`src/hw/rtl/button_click_classifier_macros.svh`:
```
// shared assertion macros for the button click classifier
`ifndef BUTTON_CLICK_CLASSIFIER_MACROS_SVH
`define BUTTON_CLICK_CLASSIFIER_MACROS_SVH

// same-cycle implication, sampled on clk, off during rst
`define BCC_ASSERT_NOW(label, ante, cons, msg) \
  label: assert property (@(posedge clk) disable iff (rst) (ante) |-> (cons)) else $error(msg);

// next-cycle implication, sampled on clk, off during rst
`define BCC_ASSERT_NEXT(label, ante, cons, msg) \
  label: assert property (@(posedge clk) disable iff (rst) (ante) |=> (cons)) else $error(msg);

`endif

```
`src/hw/rtl/bcc_pkg.sv`:
```
package bcc_pkg;

  localparam int CntW = 16;
  localparam logic [CntW-1:0] CntMax = {CntW{1'b1}};

  // configuration register indexes
  localparam logic [1:0] REG_INVERT_INPUT       = 2'd0;
  localparam logic [1:0] REG_LONG_PRESS_TICKS   = 2'd1;
  localparam logic [1:0] REG_DOUBLE_CLICK_TICKS = 2'd2;

  // reset values
  localparam logic            RstInvert    = 1'b0;
  localparam logic [CntW-1:0] RstLongTicks = 16'd100;
  localparam logic [CntW-1:0] RstDblTicks  = 16'd25;

  typedef struct packed {
    logic            invert_input;
    logic [CntW-1:0] long_press_ticks;
    logic [CntW-1:0] double_click_ticks;
  } cfg_t;

  typedef struct packed {
    logic [1:0]      status_code;
    logic            press_event;
    logic            release_event;
    logic            short_event;
    logic            long_start;
    logic            long_held;
    logic            double_click;
    logic [CntW-1:0] press_ticks;
  } res_t;

endpackage

```
`src/hw/rtl/bcc_if.sv`:
```
// input channel: one scan tick per item
interface bcc_in_if;
  logic valid;
  logic ready;
  logic raw_level;

  modport source (output valid, output raw_level, input ready);
  modport sink (input valid, input raw_level, output ready);
endinterface

// result channel: one classification per item
interface bcc_out_if;
  logic        valid;
  logic        ready;
  logic [1:0]  status_code;
  logic        press_event;
  logic        release_event;
  logic        short_event;
  logic        long_start;
  logic        long_held;
  logic        double_click;
  logic [15:0] press_ticks;

  modport source (
    output valid, output status_code, output press_event, output release_event,
    output short_event, output long_start, output long_held, output double_click,
    output press_ticks, input ready
  );
  modport sink (
    input valid, input status_code, input press_event, input release_event,
    input short_event, input long_start, input long_held, input double_click,
    input press_ticks, output ready
  );
endinterface

// configuration write channel
interface bcc_cfg_if;
  logic        valid;
  logic        ready;
  logic [1:0]  index;
  logic [15:0] data;

  modport source (output valid, output index, output data, input ready);
  modport sink (input valid, input index, input data, output ready);
endinterface

```
`src/hw/rtl/bcc_cfg_regs.sv`:
```
module bcc_cfg_regs (
  input  logic              clk,
  input  logic              rst,
  input  logic              wr_en,
  input  logic [1:0]        wr_index,
  input  logic [15:0]       wr_data,
  output bcc_pkg::cfg_t     cfg
);
  import bcc_pkg::*;

  always_ff @(posedge clk) begin
    if (rst) begin
      cfg.invert_input       <= RstInvert;
      cfg.long_press_ticks   <= RstLongTicks;
      cfg.double_click_ticks <= RstDblTicks;
    end else if (wr_en) begin
      unique case (wr_index)
        REG_INVERT_INPUT:       cfg.invert_input       <= wr_data[0];
        REG_LONG_PRESS_TICKS:   cfg.long_press_ticks   <= wr_data[CntW-1:0];
        REG_DOUBLE_CLICK_TICKS: cfg.double_click_ticks <= wr_data[CntW-1:0];
        default: ;  // unused index, write dropped
      endcase
    end
  end

endmodule

```
`src/hw/rtl/bcc_core.sv`:
```
module bcc_core (
  input  logic          clk,
  input  logic          rst,
  input  logic          step,
  input  logic          raw_level,
  input  bcc_pkg::cfg_t cfg,
  output bcc_pkg::res_t res
);
  import bcc_pkg::*;
  `include "button_click_classifier_macros.svh"

  typedef enum logic [1:0] {
    ST_RELEASE = 2'd0,
    ST_PRESSED = 2'd1,
    ST_SHORT   = 2'd2,
    ST_LONG    = 2'd3
  } status_t;

  status_t         st, st1, st_next;
  logic [CntW-1:0] cnt, cnt_inc, cnt1, cnt_next;
  logic [CntW-1:0] win, win1, win_inc, win2, win_dec, win_next;
  logic            active, long_hit, pressed;
  logic            ev_press, ev_release, ev_short, ev_double;

  always_comb begin
    // held press: saturating count, long threshold check
    active   = (st == ST_PRESSED) || (st == ST_LONG);
    cnt_inc  = (cnt != CntMax) ? cnt + 16'd1 : cnt;
    cnt1     = active ? cnt_inc : cnt;
    long_hit = active && (cnt1 >= cfg.long_press_ticks);
    st1      = long_hit ? ST_LONG : st;
    win1     = long_hit ? '0 : win;

    // open window ages, closes when past the limit or on wrap
    win_inc = win1 + 16'd1;
    if (win1 == '0) begin
      win2 = '0;
    end else if ((win_inc != '0) && (win1 > cfg.double_click_ticks)) begin
      win2 = '0;
    end else begin
      win2 = win_inc;
    end
    win_dec = win2 - 16'd1;

    pressed = raw_level ^ cfg.invert_input;

    st_next    = st1;
    cnt_next   = cnt1;
    win_next   = win2;
    ev_press   = 1'b0;
    ev_release = 1'b0;
    ev_short   = 1'b0;
    ev_double  = 1'b0;

    if (pressed && (st1 != ST_SHORT)) begin
      if (st1 == ST_RELEASE) begin
        st_next  = ST_PRESSED;
        cnt_next = '0;
        ev_press = 1'b1;
      end
    end else begin
      priority if (st1 == ST_PRESSED) begin
        st_next  = ST_SHORT;
        ev_short = 1'b1;
        if (win2 == '0) begin
          win_next = 16'd1;
        end else if (win_dec <= cfg.double_click_ticks) begin
          ev_double = 1'b1;
          win_next  = '0;
        end
      end else if (st1 != ST_RELEASE) begin
        // short or long ends, also a press while short
        st_next    = ST_RELEASE;
        ev_release = 1'b1;
      end else begin
        // released and not pressed: nothing changes
      end
    end

    res.status_code   = st_next;
    res.press_event   = ev_press;
    res.release_event = ev_release;
    res.short_event   = ev_short;
    res.long_start    = long_hit && (cnt1 == cfg.long_press_ticks);
    res.long_held     = long_hit;
    res.double_click  = ev_double;
    res.press_ticks   = cnt_next;
  end

  always_ff @(posedge clk) begin
    if (rst) begin
      st  <= ST_RELEASE;
      cnt <= '0;
      win <= '0;
    end else if (step) begin
      st  <= st_next;
      cnt <= cnt_next;
      win <= win_next;
    end
  end

  `BCC_ASSERT_NOW(a_lstart_held, step && res.long_start, res.long_held, "long start without long held")
  `BCC_ASSERT_NOW(a_dbl_short, step && res.double_click, res.short_event, "double click without short press")
  `BCC_ASSERT_NEXT(a_press_clears, step && ev_press, (st == ST_PRESSED) && (cnt == '0), "press did not start count")
  `BCC_ASSERT_NEXT(a_long_closes, step && long_hit, win == '0, "long press left click window open")

endmodule

```
`src/hw/rtl/button_click_classifier.sv`:
```
// channel   | dir | handshake      | payload
// ----------+-----+----------------+-----------------------------------------------
// samples   | in  | valid / ready  | raw_level
// results   | out | valid / ready  | status_code, six event flags, press_ticks
// cfg       | in  | valid / ready  | index (2 bits), data (16 bits)
//
// one item per cycle sustained while results.ready stays high
// path: input register -> classify logic in bcc_core -> result register
// samples.ready drops only when both the input and result registers are full and stalled
// cfg is always ready; registers are meant to change only while no item is in flight
// rst (synchronous, active high) clears status, press count, click window and config
module button_click_classifier (
  input logic       clk,
  input logic       rst,
  bcc_in_if.sink    samples,
  bcc_out_if.source results,
  bcc_cfg_if.sink   cfg
);
  import bcc_pkg::*;
  `include "button_click_classifier_macros.svh"

  cfg_t cfg_q;
  res_t res_comb;
  res_t res_q;

  // input register
  logic s1_valid;
  logic s1_raw;

  // result register
  logic out_valid;

  logic out_free;  // result register empty or being drained
  logic advance;   // item moves from input register into result register

  assign out_free      = !out_valid || results.ready;
  assign advance       = s1_valid && out_free;
  assign samples.ready = !s1_valid || out_free;
  assign cfg.ready     = 1'b1;

  bcc_cfg_regs u_cfg (
    .clk      (clk),
    .rst      (rst),
    .wr_en    (cfg.valid),
    .wr_index (cfg.index),
    .wr_data  (cfg.data),
    .cfg      (cfg_q)
  );

  // classify logic and status/counter state, stepped once per item
  bcc_core u_core (
    .clk       (clk),
    .rst       (rst),
    .step      (advance),
    .raw_level (s1_raw),
    .cfg       (cfg_q),
    .res       (res_comb)
  );

  always_ff @(posedge clk) begin
    if (rst) begin
      s1_valid  <= 1'b0;
      out_valid <= 1'b0;
    end else begin
      if (samples.ready) begin
        s1_valid <= samples.valid;
      end
      if (out_free) begin
        out_valid <= s1_valid;
      end
    end
  end

  // payload registers, no reset needed
  always_ff @(posedge clk) begin
    if (samples.valid && samples.ready) begin
      s1_raw <= samples.raw_level;
    end
    if (advance) begin
      res_q <= res_comb;
    end
  end

  assign results.valid         = out_valid;
  assign results.status_code   = res_q.status_code;
  assign results.press_event   = res_q.press_event;
  assign results.release_event = res_q.release_event;
  assign results.short_event   = res_q.short_event;
  assign results.long_start    = res_q.long_start;
  assign results.long_held     = res_q.long_held;
  assign results.double_click  = res_q.double_click;
  assign results.press_ticks   = res_q.press_ticks;

  `BCC_ASSERT_NEXT(a_stall_keeps, out_valid && !results.ready, out_valid, "stalled item dropped")
  `BCC_ASSERT_NEXT(a_item_moves, advance, out_valid, "advanced item not in result register")
  `BCC_ASSERT_NOW(a_ready_free, s1_valid && !samples.ready, out_valid && !results.ready, "input stalled without output stall")

endmodule

```
`src/flat_wrapper.sv`:
```
// flat-port wrapper written by rule: the top's interface ports become plain ports
module button_click_classifier_flat import bcc_pkg::*;
  (clk, rst, samples_valid, samples_raw_level, samples_ready, results_valid, results_status_code, results_press_event, results_release_event, results_short_event, results_long_start, results_long_held, results_double_click, results_press_ticks, results_ready, cfg_valid, cfg_index, cfg_data, cfg_ready);
  bcc_in_if samples_i ();
  bcc_out_if results_i ();
  bcc_cfg_if cfg_i ();
  input logic clk;
  input logic rst;
  input wire logic [$bits(samples_i.valid)-1:0] samples_valid;
  input wire logic [$bits(samples_i.raw_level)-1:0] samples_raw_level;
  output wire logic [$bits(samples_i.ready)-1:0] samples_ready;
  output wire logic [$bits(results_i.valid)-1:0] results_valid;
  output wire logic [$bits(results_i.status_code)-1:0] results_status_code;
  output wire logic [$bits(results_i.press_event)-1:0] results_press_event;
  output wire logic [$bits(results_i.release_event)-1:0] results_release_event;
  output wire logic [$bits(results_i.short_event)-1:0] results_short_event;
  output wire logic [$bits(results_i.long_start)-1:0] results_long_start;
  output wire logic [$bits(results_i.long_held)-1:0] results_long_held;
  output wire logic [$bits(results_i.double_click)-1:0] results_double_click;
  output wire logic [$bits(results_i.press_ticks)-1:0] results_press_ticks;
  input wire logic [$bits(results_i.ready)-1:0] results_ready;
  input wire logic [$bits(cfg_i.valid)-1:0] cfg_valid;
  input wire logic [$bits(cfg_i.index)-1:0] cfg_index;
  input wire logic [$bits(cfg_i.data)-1:0] cfg_data;
  output wire logic [$bits(cfg_i.ready)-1:0] cfg_ready;
  assign samples_i.valid = samples_valid;
  assign samples_i.raw_level = samples_raw_level;
  assign samples_ready = samples_i.ready;
  assign results_valid = results_i.valid;
  assign results_status_code = results_i.status_code;
  assign results_press_event = results_i.press_event;
  assign results_release_event = results_i.release_event;
  assign results_short_event = results_i.short_event;
  assign results_long_start = results_i.long_start;
  assign results_long_held = results_i.long_held;
  assign results_double_click = results_i.double_click;
  assign results_press_ticks = results_i.press_ticks;
  assign results_i.ready = results_ready;
  assign cfg_i.valid = cfg_valid;
  assign cfg_i.index = cfg_index;
  assign cfg_i.data = cfg_data;
  assign cfg_ready = cfg_i.ready;
  button_click_classifier u_core (.clk(clk), .rst(rst), .samples(samples_i), .results(results_i), .cfg(cfg_i));
endmodule
```
`config.mk`:
```
export PLATFORM = sky130hd
export DESIGN_NAME = button_click_classifier_flat
export DESIGN_NICKNAME = d
export VERILOG_FILES = /design/src/hw/rtl/bcc_pkg.sv /design/src/hw/rtl/bcc_if.sv /design/src/hw/rtl/bcc_cfg_regs.sv /design/src/hw/rtl/bcc_core.sv /design/src/hw/rtl/button_click_classifier.sv /design/src/flat_wrapper.sv
export VERILOG_INCLUDE_DIRS = /design/src /design/src/hw/rtl
export SDC_FILE = /design/constraint.sdc
export NUM_CORES = 1
export LEC_CHECK = 0
export ABC_AREA = 1
export BUFFER_PORTS_ARGS = -buffer_cell sky130_fd_sc_hd__clkbuf_2
export CORE_ASPECT_RATIO = 1.4
export CORE_MARGIN = 3
export CORE_UTILIZATION = 45
export DETAILED_ROUTE_END_ITERATION = 16
export GPL_TIMING_DRIVEN = 0
export PLACE_DENSITY = 0.66
export SLEW_MARGIN = 20
export SYNTH_ARGS = -nofsm -noshare
export SYNTH_HDL_FRONTEND = slang
export SYNTH_SLANG_ARGS = --single-unit
```
`constraint.sdc`:
```
create_clock -name clk -period 7.49 [get_ports clk]
set_input_delay 1.1235 -clock clk [delete_from_list [all_inputs] [get_ports clk]]
set_output_delay 1.1235 -clock clk [all_outputs]
set_load 0.005 [all_outputs]
```
==> results of run 1 <==
[per-stage QoR]
stage          setup TNS [ns]  cells  instance area, um^2   util  hold slack, ns
3_3_place_gp            -5.64   1075                 6790  0.500           0.451
5_1_grt                 -1.16   1118                 7570  0.558           0.497
6_report                    0   1118                 7570  0.558           0.467
4_1_cts                     0   1095                 7230  0.533           0.468
3_5_place_dp            -6.14   1075                 6790  0.500           0.457
2_1_floorplan               0    844                 6320      -           0.435
[sequential cells by signal, summed over array words and instances (netlist names), 2 cells and up]
name / flops
u_core.u_core.win: 16
u_core.results.status_code: 2
u_core.u_core.cnt: 16
u_core.results.press_ticks: 16
u_core.u_cfg.cfg: 33
u_core.u_core.st: 2
[cells by family after synthesis]
kind of cell,count (synthesis),synth area share
and+or+nand+nor,359,0.269
xor gates and xnor gates,30,0.0440
buffers and inverters,156,0.103
other,1,0.000593
AOI/OAI and AO/OA,152,0.143
adders and majority gates,52,0.103
DFF,94,0.337
[final cells by class]
class                           instances  area [um^2]
Clock inverter                          6          115
Fill cell                            1319         6000
Inverter                              131          492
Buffer                                 25          170
Timing Repair Buffer                   76          465
Sequential cell                        94         2140
Multi-Input combinational cell        594         3720
Clock buffer                           10          239
Tap cell                              182          228
[how the worst min path moves through the flow]
| stage | endpoint | slack, ns |
|---|---|---|
| 3_3_place_gp | u_core.u_cfg.cfg[24]$_SDFFE_PP0P_ | 0.45 |
| 5_1_grt | u_core.u_cfg.cfg[30]$_SDFFE_PP0P_ | 0.50 |
| 6_report | u_core.u_core.cnt[11]$_SDFFE_PP0P_ | 0.47 |
| 3_5_place_dp | u_core.u_core.cnt[11]$_SDFFE_PP0P_ | 0.46 |
| 4_1_cts | u_core.u_core.cnt[11]$_SDFFE_PP0P_ | 0.47 |
| 2_1_floorplan | u_core.u_cfg.cfg[31]$_SDFFE_PP0P_ | 0.44 |
[placed cells by master, fill, tap and decap left out, types with 3 or more instances in the layout]
| master | netlist | layout |
|---|---|---|
| o211ai_1 | 6 | 6 |
| bufinv_16 | 0 | 3 |
| buf_6 | 3 | 3 |
| o21ai_2 | 8 | 10 |
| nor2_1 | 76 | 70 |
| nand2_1 | 178 | 172 |
| nand3b_1 | 3 | 3 |
| clkbuf_16 | 0 | 10 |
| nand2_2 | 8 | 11 |
| buf_12 | 2 | 3 |
| nor2_4 | 6 | 7 |
| clkbuf_1 | 15 | 15 |
| nor3_1 | 9 | 6 |
| o21ai_1 | 4 | 4 |
| ha_1 | 52 | 47 |
| ha_4 | 0 | 4 |
| nand4_1 | 11 | 11 |
| nand3_1 | 37 | 35 |
| a21oi_2 | 9 | 9 |
| xor2_2 | 2 | 4 |
| dfxtp_2 | 0 | 6 |
| xor2_1 | 24 | 22 |
| o21ai_0 | 40 | 38 |
| xnor2_1 | 4 | 4 |
| edfxtp_1 | 25 | 25 |
| dfxtp_1 | 69 | 63 |
| inv_2 | 3 | 8 |
| nand3_2 | 13 | 15 |
| a21oi_1 | 72 | 72 |
| nand2_4 | 5 | 8 |
| nor2_2 | 3 | 8 |
| buf_4 | 2 | 27 |
| clkbuf_2 | 0 | 49 |
| inv_1 | 128 | 123 |
[layer usage]
layer / GRT usage / wire [um] / vias up
met3: 0.0234 / 410 / 42
met2: 0.380 / 8690 / 115
met5: 0 / 0 / -
met1: 0.236 / 6810 / 2650
li1: - / - / 2911
met4: 0.132 / 917 / 0
[worst max-delay path, delay by kind of cell, from the launching register on]
family                     cells  cell delay (ns)
xor gates and xnor gates       2             0.34
and+or+nand+nor               29             2.95
adders and majority gates      5             1.15
buffers and inverters          9             0.85
DFF                            1             0.34
AOI/OAI and AO/OA              8             1.15
[power by group]
group          switching [mW]  leakage [nW]  internal (mW)
Clock                   0.205         0.170          0.338
Combinational           0.115          2.54         0.0686
Sequential            0.00832         0.796          0.542
Total                   0.328          3.51          0.949
[what timing repair did]
action                                 in CTS  in global routing
endpoints found under the hold margin       0                  0
gates resized for setup                    16                 38
buffers inserted                            4                 22
setup endpoints to repair                  17                 17
cloned                                      0                  1
pin swaps                                   4                 20
==> run summary, run 1 <==
Worst-margin pin slew -> 0.760 ns
Nets -> 1007
Post-synth EDFFs -> 25
I/O Buffers -> 49
Synth cell count leaders -> nand2_1, inv_1, nor2_1, a21oi_1, dfxtp_1
Hold Violations, Final -> 0
Area growth syn-to-layout -> 19.9%
Syn nets -> 920
Final Power -> 1.28 mW
Total clock sinks -> 94
Worst Setup Start Kind -> flip-flop
Worst path slowest cell -> dfxtp_2
Critical path type -> flip-flop to flip-flop
Max-slew headroom -> 0.494
Post-route ant nets -> 0
Worst hold path startpoint -> u_core.u_core.cnt[11]$_SDFFE_PP0P_
Area leader, netlist -> dfxtp_1
Average size of a mapped cell -> 7.49 um^2
Min Tclk post-route -> 7.07 ns
Pwr/cell area -> 169 nW/um^2
Number of global-route vias before repair -> 5321
Post-DP HPWL -> 13.0 mm
Clock buffer depth -> 2
Routed len/inst -> 15.1 um
Initial DRC Count -> 273
Core box area -> 13600 um^2
Top-count cell post-synth -> nand2_1
GRT overflow -> 0
Critical Path Sink -> u_core.results.double_click$_SDFFCE_PP0P_
Rows -> 50
CTS tree -> built
Critical Path AT -> 7.16 ns
Die H -> 146 um
Final Cycle Share -> 0.944
Final Slew Violations -> 0
Leak -> 3.51 nW
Synth Instances -> 844
H-tree levels -> 3
R2R setup slack -> 0.42 ns
Synthesized cell area -> 6320 um^2
Ant diodes -> 0
Fmax -> 0.141 GHz
Clock buffer count from CTS -> 9
Hold WC Path Type -> flip-flop to flip-flop
Worst EP required -> 7.58 ns
Setup violators final -> 0
Maximum VDD drop -> 118 uV
Clock Latency Late Sink -> 0.35 ns
Top cells by area, synth -> dfxtp_1, edfxtp_1, nand2_1
RePlAce Congestion -> 0.898
Cell variety after synth -> 47
Synth warn -> 0
Router iterations before antenna repair -> 4
Cts hold-fix bufs -> 0
R2R Path End -> u_core.results.double_click$_SDFFCE_PP0P_
Share of the synthesized area in the top cell type -> 0.219
I/O pin cnt -> 51
Root buffer cell -> clkbuf_16
Yosys reg bits -> 94
Reg2Reg Depth -> 53
Primary FF master, synth -> dfxtp_1
Avg Vias per Cell -> 5.11
Horiz. Die Dim -> 106 um
Clk_skew -> 0.00778 ns
Via count -> 5718
MaxCap Viol Count -> 0
Register area share after synthesis -> 0.337
Asr flop ratio synth -> 0
Critical Path Sink Type -> flip-flop
Setup WS pre-CTS -> -0.519 ns
Hold depth -> 2
Post-route setup slack -> 0.419 ns
Start point of the critical path -> u_core.u_core.cnt[0]$_SDFFE_PP0P_
Crit path top cell by count -> nand2_1
Area of the die -> 15500 um^2
Global-route wire length before repair -> 25.8 mm
Proportion of layout cells with a drive suffix above 1 -> 0.221
Critical R2R Launch -> u_core.u_core.cnt[0]$_SDFFE_PP0P_
Drc violations -> 0
Pin count of the biggest net entering global routing -> 34
Status -> finished clean
Slowest stage delay, CP -> 0.34 ns
Max FO, Critical Path -> 7
CTS clock-pin slew for the worst setup and hold paths -> 0.07 ns
Initial antenna violation count -> 0
Gr usage total -> 0.212
Total Wirelength -> 16.8 mm
Initial Util -> 0.465
Power figures use the tool's default switching activity.
==> run 2, diff against run 1 <==
- clock period: 7.49 -> 7.3 ns (I/O delays scaled with it)
==> run summary, run 2 (synthesis results as in run 1) <==
CP bufs+invs -> 11 (was 9)
Critical R2R Launch -> u_core.u_core.cnt[5]$_SDFFE_PP0P_ (was u_core.u_core.cnt[0]$_SDFFE_PP0P_)
Sequential Power Share -> 0.426 (was 0.431)
Global-route wire length before repair -> 25.9 mm (was 25.8 mm)
Root buffer cell -> clkbuf_16 (unchanged)
Final Slew Violations -> 0 (unchanged)
Total clock sinks -> 94 (unchanged)
Critical Path AT -> 7.17 ns (was 7.16 ns)
Finished Core Util -> 0.573 (was 0.558)
Final Power -> 1.32 mW (was 1.28 mW)
Total Wirelength -> 17.1 mm (was 16.8 mm)
Area growth syn-to-layout -> 23.2% (was 19.9%)
Initial Util -> 0.465 (unchanged)
Hold Violations, Final -> 0 (unchanged)
Hold WC Path Type -> flip-flop to flip-flop (unchanged)
Crit path top cell by count -> nand2_1 (unchanged)
Gr usage total -> 0.213 (was 0.212)
Hold depth -> 2 (unchanged)
Pwr/cell area -> 170 nW/um^2 (was 169 nW/um^2)
Setup WS pre-CTS -> -0.709 ns (was -0.519 ns)
Ant diodes -> 0 (unchanged)
Area of the die -> 15500 um^2 (unchanged)
Die H -> 146 um (unchanged)
Pin count of the biggest net entering global routing -> 34 (unchanged)
Maximum VDD drop -> 126 uV (was 118 uV)
Number of global-route vias before repair -> 5353 (was 5321)
Core box area -> 13600 um^2 (unchanged)
Critical path type -> flip-flop to flip-flop (unchanged)
Critical Path Sink Type -> flip-flop (unchanged)
Clock buffer count from CTS -> 9 (unchanged)
I/O Buffers -> 49 (unchanged)
Max reg flops -> 33 (unchanged)
Max FO, Critical Path -> 7 (unchanged)
Clock buffer depth -> 2 (unchanged)
Final Cycle Share -> 0.952 (was 0.944)
Fmax -> 0.144 GHz (was 0.141 GHz)
Commonest non-fill, non-tap cell in the layout -> nand2_1 (unchanged)
Slowest stage delay, CP -> 0.36 ns (was 0.34 ns)
Clock Latency Late Sink -> 0.35 ns (about the same)
Post-route setup slack -> 0.349 ns (was 0.419 ns)
H-tree levels -> 3 (unchanged)
Horiz. Die Dim -> 106 um (unchanged)
Clk_skew -> 0.00688 ns (was 0.00778 ns)
Router iterations before antenna repair -> 4 (unchanged)
Gate power share -> 0.150 (was 0.144)
Status -> finished clean (unchanged)
Worst path slowest cell -> dfxtp_2 (unchanged)
Clock power share -> 0.424 (was 0.425)
I/O pin cnt -> 51 (unchanged)
Drc violations -> 0 (unchanged)
Reg2Reg Depth -> 55 (was 53)
RePlAce Congestion -> 0.898 (unchanged)
Cts hold-fix bufs -> 0 (unchanged)
Nets -> 1009 (was 1007)
Initial DRC Count -> 244 (was 273)
CTS tree -> built (unchanged)
Worst-margin pin slew -> 0.764 ns (was 0.760 ns)
Setup violators final -> 0 (unchanged)
R2R Path End -> u_core.u_core.win[2]$_SDFFE_PP0P_ (was u_core.results.double_click$_SDFFCE_PP0P_)
Via count -> 5713 (was 5718)
Initial antenna violation count -> 0 (unchanged)
Max-slew headroom -> 0.491 (was 0.494)
Cell family with most CP delay -> simple AND/OR/NAND/NOR gates (unchanged)
Rows -> 50 (unchanged)
Start point of the critical path -> u_core.u_core.cnt[5]$_SDFFE_PP0P_ (was u_core.u_core.cnt[0]$_SDFFE_PP0P_)
Post-DP HPWL -> 13.0 mm (unchanged)
Post-route ant nets -> 0 (unchanged)
Sw power -> 346 uW (was 328 uW)
Register with the most flip-flops -> u_core.u_cfg.cfg (unchanged)
Worst hold path startpoint -> u_core.u_cfg.cfg[26]$_SDFFE_PP0P_ (was u_core.u_core.cnt[11]$_SDFFE_PP0P_)
Worst Setup Start Kind -> flip-flop (unchanged)
CTS clock-pin slew for the worst setup and hold paths -> 0.07 ns (about the same)
WHS Endpoint -> u_core.u_cfg.cfg[26]$_SDFFE_PP0P_ (was u_core.u_core.cnt[11]$_SDFFE_PP0P_)
GRT overflow -> 0 (unchanged)
Avg Vias per Cell -> 5.10 (was 5.11)
Most frequent cells in the layout -> nand2_1, inv_1, nor2_1, a21oi_1, dfxtp_1 (was nand2_1, inv_1, a21oi_1)
MaxCap Viol Count -> 0 (unchanged)
Multi-input gate area -> 3890 um^2 (was 3720 um^2)
Filler Cells Inserted -> 1284 (was 1319)
Net Sw Frac -> 0.261 (was 0.257)
Leak -> 3.53 nW (was 3.51 nW)
Int Pwr -> 978 uW (was 949 uW)
Min Tclk post-route -> 6.95 ns (was 7.07 ns)
R2R setup slack -> 0.35 ns (was 0.42 ns)
Proportion of layout cells with a drive suffix above 1 -> 0.257 (was 0.221)
Worst EP required -> 7.52 ns (was 7.58 ns)
Reg area -> 2140 um^2 (unchanged)
Routed len/inst -> 15.3 um (was 15.1 um)
run 2: cell types whose count changed in the layout (fill, tap and decap cells not counted), sizes merged:
cell  delta
buf      +2
run 2: repair_timing:
action                                  CTS  global route
gates cloned                              0             1
gates resized for setup                  19            86
setup buffers                             8            20
endpoints found under the setup margin   17            17
pin swaps                                 6            37
run 2: tightest hold or removal path: cells and delay by family, from the launching register on:
family / cells / cell delay, ns
flops: 1 / 0.30
buf+inv: 1 / 0.07
compound gates: 1 / 0.06
run 2: power by group through the flow:
stage                     clock network [mW]  registers [mW]  logic (mW)
after CTS                              0.566           0.565       0.178
after global routing                   0.585           0.567       0.223
after detailed placement                   0           0.576       0.171
after global placement                     0           0.576       0.168
after floorplan                            0           0.576       0.117
final                                  0.561           0.565       0.199
run 2: worst max path at each step:
stage / endpoint / depth (start not counted)
CTS: u_core.results.double_click$_SDFFCE_PP0P_ / 52
detailed placement: u_core.results.double_click$_SDFFCE_PP0P_ / 52
floorplan: u_core.results.double_click$_SDFFCE_PP0P_ / 53
finish: u_core.u_core.win[2]$_SDFFE_PP0P_ / 55
global route: u_core.u_core.win[8]$_SDFFE_PP0P_ / 54
global placement: u_core.results.double_click$_SDFFCE_PP0P_ / 52
run 2: layout make-up:
class                      instances  area share
clock inverter                     6      0.0148
sequential                        94       0.275
timing repair buffer              78      0.0627
multi-input combinational        594       0.500
tap                              182      0.0293
clock buffer                      10      0.0307
buffer                            25      0.0223
inverter                         131      0.0648
run 2: metrics by stage:
step / hold slack [ns] / instance area (um^2) / TNS (ns) / cells
floorplan: 0.435 / 6320 / 0 / 844
global placement: 0.451 / 6790 / -8.87 / 1075
detailed placement: 0.457 / 6790 / -9.37 / 1075
CTS: 0.468 / 7280 / 0 / 1099
global route: 0.497 / 7780 / -1.00 / 1120
finish: 0.468 / 7780 / 0 / 1120
run 2: layer usage:
metal	track usage	part of all wire
met1	0.236	0.40
met2	0.379	0.52
met3	0.0234	0.023
met4	0.135	0.055
met5	0	0
==> run 3, diff against run 2 <==
==> constraint.sdc (replaced) <==
create_clock -name clk -period 8.3 [get_ports clk]
set_input_delay 1.245 -clock clk [delete_from_list [all_inputs] [get_ports clk]]
set_output_delay 1.245 -clock clk [all_outputs]
set_load 0.1 [all_outputs]
==> run summary, run 3 (synthesis results as in run 1) <==
Status -> finished clean (unchanged)
Final Cycle Share -> 0.924 (was 0.952)
Setup violators final -> 0 (unchanged)
Via count -> 5526 (was 5713)
Router iterations before antenna repair -> 5 (was 4)
Clock buffer count from CTS -> 9 (unchanged)
Rows -> 50 (unchanged)
Pwr/cell area -> 166 nW/um^2 (was 170 nW/um^2)
Gr usage total -> 0.210 (was 0.213)
Horiz. Die Dim -> 106 um (unchanged)
Crit path top cell by count -> nand2_1 (unchanged)
Maximum VDD drop -> 108 uV (was 126 uV)
Initial Util -> 0.465 (unchanged)
I/O pin cnt -> 51 (unchanged)
Postcts setup bufs -> 0 (was 8)
Worst path slowest cell -> or2_2 (was dfxtp_2)
Post-route ant nets -> 0 (unchanged)
Nets -> 980 (was 1009)
Critical Path AT -> 7.76 ns (was 7.17 ns)
Filler Cells Inserted -> 1369 (was 1284)
Slowest stage delay, CP -> 0.36 ns (about the same)
CTS tree -> built (unchanged)
Core box area -> 13600 um^2 (unchanged)
Avg Vias per Cell -> 5.07 (was 5.10)
Global-route wire length before repair -> 25.6 mm (was 25.9 mm)
Max reg flops -> 33 (unchanged)
CP bufs+invs -> 9 (was 11)
Min Tclk post-route -> 7.67 ns (was 6.95 ns)
Ant diodes -> 0 (unchanged)
Drc violations -> 0 (unchanged)
Worst Setup Start Kind -> flip-flop (unchanged)
Leak -> 3.33 nW (was 3.53 nW)
Area growth syn-to-layout -> 13.6% (was 23.2%)
Max-slew headroom -> 0.498 (was 0.491)
Routed len/inst -> 14.8 um (was 15.3 um)
Critical Path Sink Type -> flip-flop (unchanged)
Worst-margin pin slew -> 0.754 ns (was 0.764 ns)
Total Wirelength -> 16.1 mm (was 17.1 mm)
Max FO, Critical Path -> 10 (was 7)
Commonest non-fill, non-tap cell in the layout -> nand2_1 (unchanged)
CTS clock-pin slew for the worst setup and hold paths -> 0.07 ns (about the same)
Root buffer cell -> clkbuf_16 (unchanged)
Proportion of layout cells with a drive suffix above 1 -> 0.163 (was 0.257)
GRT overflow -> 0 (unchanged)
Finished Core Util -> 0.529 (was 0.573)
Post-DP HPWL -> 13.0 mm (unchanged)
MaxCap Viol Count -> 0 (unchanged)
Critical path type -> flip-flop to flip-flop (unchanged)
Area of the die -> 15500 um^2 (unchanged)
Most frequent cells in the layout -> nand2_1, inv_1, nor2_1 (was nand2_1, inv_1, nor2_1, a21oi_1, dfxtp_1)
Total negative slack -> 0 ns (unchanged)
Final Slew Violations -> 0 (unchanged)
RePlAce Congestion -> 0.898 (unchanged)
Die H -> 146 um (unchanged)
Final Power -> 1.19 mW (was 1.32 mW)
Clock Latency Late Sink -> 0.35 ns (about the same)
H-tree levels -> 3 (unchanged)
Hold Violations, Final -> 0 (unchanged)
Pin count of the biggest net entering global routing -> 34 (unchanged)
Number of global-route vias before repair -> 5265 (was 5353)
Hold WC Path Type -> flip-flop to flip-flop (unchanged)
Total clock sinks -> 94 (unchanged)
Worst hold slack -> 0.470 ns (was 0.468 ns)
Register with the most flip-flops -> u_core.u_cfg.cfg (unchanged)
Initial antenna violation count -> 0 (unchanged)
Clk_skew -> 0.00956 ns (was 0.00688 ns)
Fmax -> 0.130 GHz (was 0.144 GHz)
Initial DRC Count -> 276 (was 244)
Cell family with most CP delay -> simple AND/OR/NAND/NOR gates (unchanged)
I/O Buffers -> 49 (unchanged)
Clock buffer depth -> 2 (unchanged)
Worst EP required -> 8.39 ns (was 7.52 ns)
[run 3: area by class of cell]
class	instances	area [um^2]	share of cell area
multi-input cells	594	3570	0.497
flip-flops and latches	94	2130	0.297
inverters	131	492	0.0685
repair buffers	49	245	0.0342
clock buffers	10	239	0.0333
well taps	182	228	0.0317
plain buffers	25	161	0.0225
clock inverters	6	115	0.0160
[run 3: timing repair]
item                       in CTS  in global routing
resized for setup               0                 12
setup endpoints to repair       0                 17
hold buffers                    0                  0
[run 3: worst paths after layout]
check | slack [ns] | startpoint | endpoint | cells after the start
setup reg to reg | 0.63 | u_core.u_core.cnt[0]$_SDFFE_PP0P_ | u_core.results.double_click$_SDFFCE_PP0P_ | 52
hold reg to reg | 0.47 | u_core.u_core.cnt[11]$_SDFFE_PP0P_ | u_core.u_core.cnt[11]$_SDFFE_PP0P_ | 2
setup / recovery | 0.63 | u_core.u_core.cnt[0]$_SDFFE_PP0P_ | u_core.results.double_click$_SDFFCE_PP0P_ | 52
hold / removal | 0.47 | u_core.u_core.cnt[11]$_SDFFE_PP0P_ | u_core.u_core.cnt[11]$_SDFFE_PP0P_ | 2
[run 3: per-stage QoR]
stage	worst slack [ns]	cell area (um^2)	std cells
5_1_grt	-0.00531	7180	1091
3_5_place_dp	0.291	6790	1075
3_3_place_gp	0.314	6790	1075
4_1_cts	0.251	7150	1091
6_report	0.635	7180	1091
2_1_floorplan	1.69	6320	844
[run 3: worst register-to-register path, delay by kind of cell, from the launching register on]
kind | cells | cell delay, ns
flops | 1 | 0.33
compound gates | 3 | 0.42
xor+xnor | 3 | 0.59
simple gates | 32 | 3.90
buf+inv | 9 | 0.95
fa+ha+maj | 5 | 1.21
[run 3: routing by layer]
layer	vias up	wire length, um	global-route usage
li1	2867	-	-
met1	2531	6590	0.238
met2	87	8350	0.373
met3	41	335	0.0230
met4	0	865	0.128
met5	-	0	0
[run 3: report_power, final]
group          internal [mW]  switching (mW)  leakage [nW]
clock network          0.305           0.186         0.170
logic                 0.0531           0.147          2.37
registers              0.489         0.00724         0.793
total                  0.847           0.341          3.33
